**config.mk**
```make
export PLATFORM = sky130hd
export DESIGN_NAME = kbsm_ctrl
export DESIGN_NICKNAME = d
export VERILOG_FILES = /design/src/rtl/core/kbsm_pkg.sv /design/src/rtl/core/kbsm_ctrl.sv
export SDC_FILE = /design/constraint.sdc
export NUM_CORES = 1
export LEC_CHECK = 0
export BUFFER_PORTS_ARGS = -buffer_cell sky130_fd_sc_hd__buf_2
export CAP_MARGIN = 15
export CELL_PAD_IN_SITES_DETAIL_PLACEMENT = 0
export CELL_PAD_IN_SITES_GLOBAL_PLACEMENT = 1
export CORE_AREA = 2 2 39 41
export DETAILED_ROUTE_END_ITERATION = 7
export DIE_AREA = 0 0 41 43
export PLACE_DENSITY = 0.42
export SLEW_MARGIN = 10
export SYNTH_ARGS = -nofsm -noshare
export SYNTH_HDL_FRONTEND = slang
export SYNTH_SLANG_ARGS = --single-unit
export TNS_END_PERCENT = 50
```
**constraint.sdc**
```tcl
create_clock -name clk_i -period 1.45 [get_ports clk_i]
set_clock_uncertainty 0.15 [all_clocks]
set_input_delay 0.29 -clock clk_i [delete_from_list [all_inputs] [get_ports clk_i]]
set_output_delay 0.29 -clock clk_i [all_outputs]
set_load 0.02 [all_outputs]
```
**src/rtl/core/kbsm_pkg.sv**
```systemverilog
// shared types, constants and crc helper for the keyed block store manager
`default_nettype none
package kbsm_pkg;

  localparam int MAX_BLOCKS  = 32;
  localparam int BLOCK_BYTES = 256;
  localparam int SLOT_W      = $clog2(MAX_BLOCKS);
  localparam int BYTE_W      = $clog2(BLOCK_BYTES);
  localparam int ADDR_W      = SLOT_W + BYTE_W;
  localparam int CNT_W       = SLOT_W + 1;
  localparam int MEM_DEPTH   = MAX_BLOCKS * BLOCK_BYTES;
  localparam logic [31:0] MEM_TOTAL     = 32'(MEM_DEPTH);
  localparam logic [31:0] WEAR_RESET    = 32'd100000;
  localparam logic [15:0] CRC_INIT      = 16'hFFFF;
  localparam logic [15:0] CRC_POLY      = 16'hA001;

  typedef enum logic [2:0] {
    ACT_WRITE   = 3'd0,
    ACT_READ    = 3'd1,
    ACT_STATUS  = 3'd2,
    ACT_INVAL   = 3'd3,
    ACT_ERASE   = 3'd4,
    ACT_PROTECT = 3'd5,
    ACT_STAT    = 3'd6,
    ACT_TICK    = 3'd7
  } act_e;

  typedef enum logic [2:0] {
    RC_OK        = 3'd0,
    RC_NOT_OK    = 3'd1,
    RC_UNKNOWN   = 3'd2,
    RC_PROTECTED = 3'd3,
    RC_FULL      = 3'd4,
    RC_INVALID   = 3'd5
  } rc_e;

  typedef enum logic [1:0] {
    ST_EMPTY   = 2'd0,
    ST_WRITING = 2'd1,
    ST_VALID   = 2'd2,
    ST_INVALID = 2'd3
  } blk_st_e;

  typedef enum logic [2:0] {
    CS_IDLE   = 3'd0,
    CS_SCAN   = 3'd1,
    CS_EXEC   = 3'd2,
    CS_RDWAIT = 3'd3,
    CS_OUT    = 3'd4
  } ctrl_st_e;

  typedef enum logic [2:0] {
    SEL_READS   = 3'd0,
    SEL_WRITES  = 3'd1,
    SEL_ERASES  = 3'd2,
    SEL_RDERR   = 3'd3,
    SEL_MEMUSED = 3'd4,
    SEL_MEMTOT  = 3'd5
  } sel_e;

  typedef struct packed {
    logic load;
    logic scan_step;
    logic exec;
    logic rd_cap;
  } cmd_t;

  typedef struct packed {
    logic scan_done;
  } sts_t;

  function automatic logic [15:0] crc_byte(input logic [15:0] crc, input logic [7:0] b);
    logic [15:0] c;
    c = crc ^ {8'h00, b};
    for (int k = 0; k < 8; k++) begin
      c = c[0] ? ((c >> 1) ^ CRC_POLY) : (c >> 1);
    end
    return c;
  endfunction

endpackage
`default_nettype wire

```
**src/rtl/core/kbsm_ctrl.sv**
```systemverilog
// sequencing state machine for the keyed block store manager
`default_nettype none
module kbsm_ctrl (
  input  wire               clk_i,
  input  wire               rst_ni,
  input  wire               in_valid_i,
  input  wire               out_stall_i,
  input  kbsm_pkg::sts_t    sts_i,
  output kbsm_pkg::cmd_t    cmd_o,
  output logic              in_stall_o,
  output logic              out_valid_o
);

  kbsm_pkg::ctrl_st_e state_q, state_d;

  always_ff @(posedge clk_i or negedge rst_ni) begin
    if (!rst_ni) begin
      state_q <= kbsm_pkg::CS_IDLE;
    end else begin
      state_q <= state_d;
    end
  end

  always_comb begin
    state_d = state_q;
    case (state_q)
      kbsm_pkg::CS_IDLE:   if (in_valid_i) state_d = kbsm_pkg::CS_SCAN;
      kbsm_pkg::CS_SCAN:   if (sts_i.scan_done) state_d = kbsm_pkg::CS_EXEC;
      kbsm_pkg::CS_EXEC:   state_d = kbsm_pkg::CS_RDWAIT;
      kbsm_pkg::CS_RDWAIT: state_d = kbsm_pkg::CS_OUT;
      kbsm_pkg::CS_OUT:    if (!out_stall_i) state_d = kbsm_pkg::CS_IDLE;
      default:             state_d = kbsm_pkg::CS_IDLE;
    endcase
  end

  always_comb begin
    cmd_o           = '0;
    in_stall_o      = 1'b1;
    out_valid_o     = 1'b0;
    case (state_q)
      kbsm_pkg::CS_IDLE: begin
        in_stall_o = 1'b0;
        cmd_o.load = in_valid_i;
      end
      kbsm_pkg::CS_SCAN:   cmd_o.scan_step = !sts_i.scan_done;
      kbsm_pkg::CS_EXEC:   cmd_o.exec = 1'b1;
      kbsm_pkg::CS_RDWAIT: cmd_o.rd_cap = 1'b1;
      kbsm_pkg::CS_OUT:    out_valid_o = 1'b1;
      default:             in_stall_o = 1'b1;
    endcase
  end

endmodule
`default_nettype wire

```
==> results.rst <==
.. list-table::
   :header-rows: 1

   * - Metric
     - Value
   * - Max-Slew Margin vs Limit
     - 82.5%
   * - Slew of the pin with the lowest slew margin
     - 262 ps
   * - Cell at the root of the clock tree
     - sky130_fd_sc_hd__clkbuf_4
   * - All-Layer GR Usage
     - 7.44%
   * - Global placement routability congestion
     - 0.641
   * - Grt ovf
     - 0
   * - Seq cells post-synth
     - 3
   * - Sort of element at the start of the critical path
     - flop
   * - Signed area change from the synthesized netlist to the final layout
     - 85.9%
   * - Filler Cells Inserted
     - 160
   * - Net Count, Synth
     - 21
   * - Starting utilization of the core area
     - 13.5%
   * - Crit end category
     - output port
   * - Hpwl dp
     - 378 µm
   * - Die X
     - 41 µm
   * - Worst slack at placement
     - -52.5 ps
   * - Leakage
     - 0.182 nW
   * - Layout net count
     - 41
   * - Largest register FFs
     - 3
   * - CTS tree
     - built
   * - Post-synth top flop
     - sky130_fd_sc_hd__dfrtp_1
   * - Initial antenna violation count
     - 0
   * - Status
     - finished with violations
   * - Final Util
     - 25.0%
   * - Clock transition at the registers of the reported paths
     - 40 ps
   * - TNS Setup
     - -1050 ps
   * - Count of endpoints failing hold in the final timing report
     - 0
   * - PnR worst setup slack
     - -233 ps
   * - Wire length of the first global-routing pass
     - 759 µm
   * - Detailed-router iteration count before antenna repair
     - 3
   * - Remaining number of nets flagged by the antenna check after routing
     - 0
   * - Post-route DRC violation count
     - 0
   * - RSZ-0062 raised after global routing
     - true
   * - Startpoint-to-endpoint class of the critical path
     - reg2out
   * - Buffer levels on the longest clock path
     - 2
   * - Vias in the first global route
     - 195
   * - CTS H-tree depth
     - 1
   * - WL/cell
     - 9.31 µm
   * - Clock buffers created by TritonCTS
     - 3
   * - Most common cell in the netlist
     - sky130_fd_sc_hd__dfrtp_1
   * - Path class of the lowest-slack min-delay path
     - in2reg
   * - Biggest register
     - state_q
   * - Wirelength, routed
     - 475 µm
   * - Total power draw
     - 766 µW
   * - Summed instance area of the synthesized netlist
     - 186 µm²
   * - Most area-hungry cell type in the Yosys netlist
     - sky130_fd_sc_hd__dfrtp_1
   * - Post-synthesis instance total
     - 16
   * - Critical path peak fanout
     - 5
   * - Reported max-cap violation count
     - 0
   * - Port Buffers
     - 10
   * - IO Count
     - 11
   * - Fraction of layout instances using a drive strength above 1
     - 65.7%
   * - Minimum period implied by the final worst setup slack
     - 1680 ps
   * - Final max-slew violation count
     - 0
   * - Count of antenna diodes in the layout
     - 0
   * - Via density per instance
     - 3.71
   * - Number of sinks on the clock net
     - 3
   * - Arrival time at the worst endpoint
     - 1240 ps
   * - Post-Synthesis Mean Instance Area
     - 11.7 µm²
   * - Full die area
     - 0.00176 mm²
   * - Part of the cycle the worst path needs
     - 116%
   * - Initial DRC Count
     - 1
   * - Worst EP required
     - 1010 ps
   * - Area share of the leading cell type in the synthesized netlist
     - 40.3%
   * - Largest registers
     - state_q (3)
   * - Library cells used by synthesis
     - 12
   * - Rows
     - 14
   * - Die span in y
     - 43 µm
   * - Cell types occupying the most area after synthesis
     - sky130_fd_sc_hd__dfrtp_1 40%, sky130_fd_sc_hd__nor3b_2 13%, sky130_fd_sc_hd__a21o_1 8.1%
   * - Seq/Total Area, Yosys
     - 40.3%
   * - Count of warnings emitted by yosys
     - 0
   * - Maximum number of pins on one net before global-route repair
     - 6
   * - Number of failing setup endpoints in the final timing report
     - 6
   * - Skew-Pair Late Insertion Delay
     - 230 ps
   * - Failing checks
     - negative setup slack
   * - Number of enable-type register cells in the synthesized netlist
     - 0
   * - Most numerous cell types in the synthesized netlist
     - 3 x sky130_fd_sc_hd__dfrtp_1, 2 x sky130_fd_sc_hd__a21o_1, 2 x sky130_fd_sc_hd__nor3b_2
   * - Vias after detailed routing
     - 189
   * - Power per cell area
     - 2210 mW/mm²
   * - Post-synth ARST share
     - 100%
   * - Fmax achieved
     - 0.594 GHz
   * - Area of the core region
     - 0.00138 mm²
   * - Worst VDD drop
     - 0.000602 V
-- power breakdown --
part           switching, mW  internal [mW]
Combinational          0.215          0.244
Sequential            0.0387          0.121
Clock                 0.0441          0.103
Total                  0.297          0.469
-- layout by cell type (no fill, tap or decap), drive strengths merged --
cell type | netlist | layout
dlygate4sd3 | 0 | 1
or3 | 1 | 1
a21o | 2 | 2
nor3b | 2 | 2
clkbuf | 0 | 4
nor4b | 1 | 1
nor2 | 2 | 2
buf | 0 | 14
dfrtp | 3 | 3
nor4bb | 1 | 1
and3b | 1 | 1
inv | 1 | 1
or2 | 2 | 2
-- final timing paths --
check | endpoint | from | cells past startpoint | slack [ps]
worst max register to register | state_q[2]$_DFFE_PN0P_ | state_q[1]$_DFFE_PN0P_ | 3 | 250
worst min-delay path | state_q[2]$_DFFE_PN0P_ | out_stall_i | 2 | 120
worst max-delay path | cmd_o[3] | state_q[1]$_DFFE_PN0P_ | 3 | -230
max in group asynchronous | state_q[0]$_DFFE_PN0P_ | rst_ni | 2 | 810
worst min register to register | state_q[0]$_DFFE_PN0P_ | state_q[2]$_DFFE_PN0P_ | 2 | 520
min in group asynchronous | state_q[1]$_DFFE_PN0P_ | rst_ni | 2 | 230
-- repair_timing --
action	CTS	global route
gates resized for setup	6	1
setup endpoints to repair	6	6
pin swaps	2	0
hold endpoints to repair	3	0
hold buffers	1	0
setup buffers	1	0
-- through the flow --
| stage | area (µm²) | cells | hold slack [ps] |
|---|---|---|---|
| after floorplan | 191 | 16 | -156 |
| after global placement | 284 | 45 | -61.3 |
| after detailed placement | 284 | 45 | -58.6 |
| after CTS | 345 | 51 | 116 |
| after global routing | 347 | 51 | 126 |
| final | 347 | 51 | 122 |
-- cells by family after synthesis --
kind of cell | Yosys count | synth area share [%]
buffers and inverters | 1 | 2.01
DFF | 3 | 40.3
and+or+nand+nor | 10 | 49.7
AOI/OAI and AO/OA | 2 | 8.05
-- metal layers --
metal / part of all wire [%] / routed length, µm / GRT usage (%)
met3: 2.5 / 12 / 1.57
met4: 4.0 / 19 / 12.0
met2: 63 / 300 / 11.9
met1: 30 / 142 / 4.84
met5: 0 / 0 / 0
-- area by class of cell --
cell class | count | area, µm² | share of cell area [%]
Inverter | 1 | 3.75 | 1.08
Clock buffer | 4 | 26.3 | 7.58
Sequential cell | 3 | 75.1 | 21.7
Multi-Input combinational cell | 12 | 114 | 32.9
Timing Repair Buffer | 15 | 108 | 31.0
Tap cell | 16 | 20.0 | 5.78
-- worst max-delay path, cell delays in order, from the launching register on --
cell	delay (ps)
sky130_fd_sc_hd__dfrtp_1	410
sky130_fd_sc_hd__or3_4	400
sky130_fd_sc_hd__nor2_4	90
sky130_fd_sc_hd__buf_6	110
(Power assumes the default switching activity.)
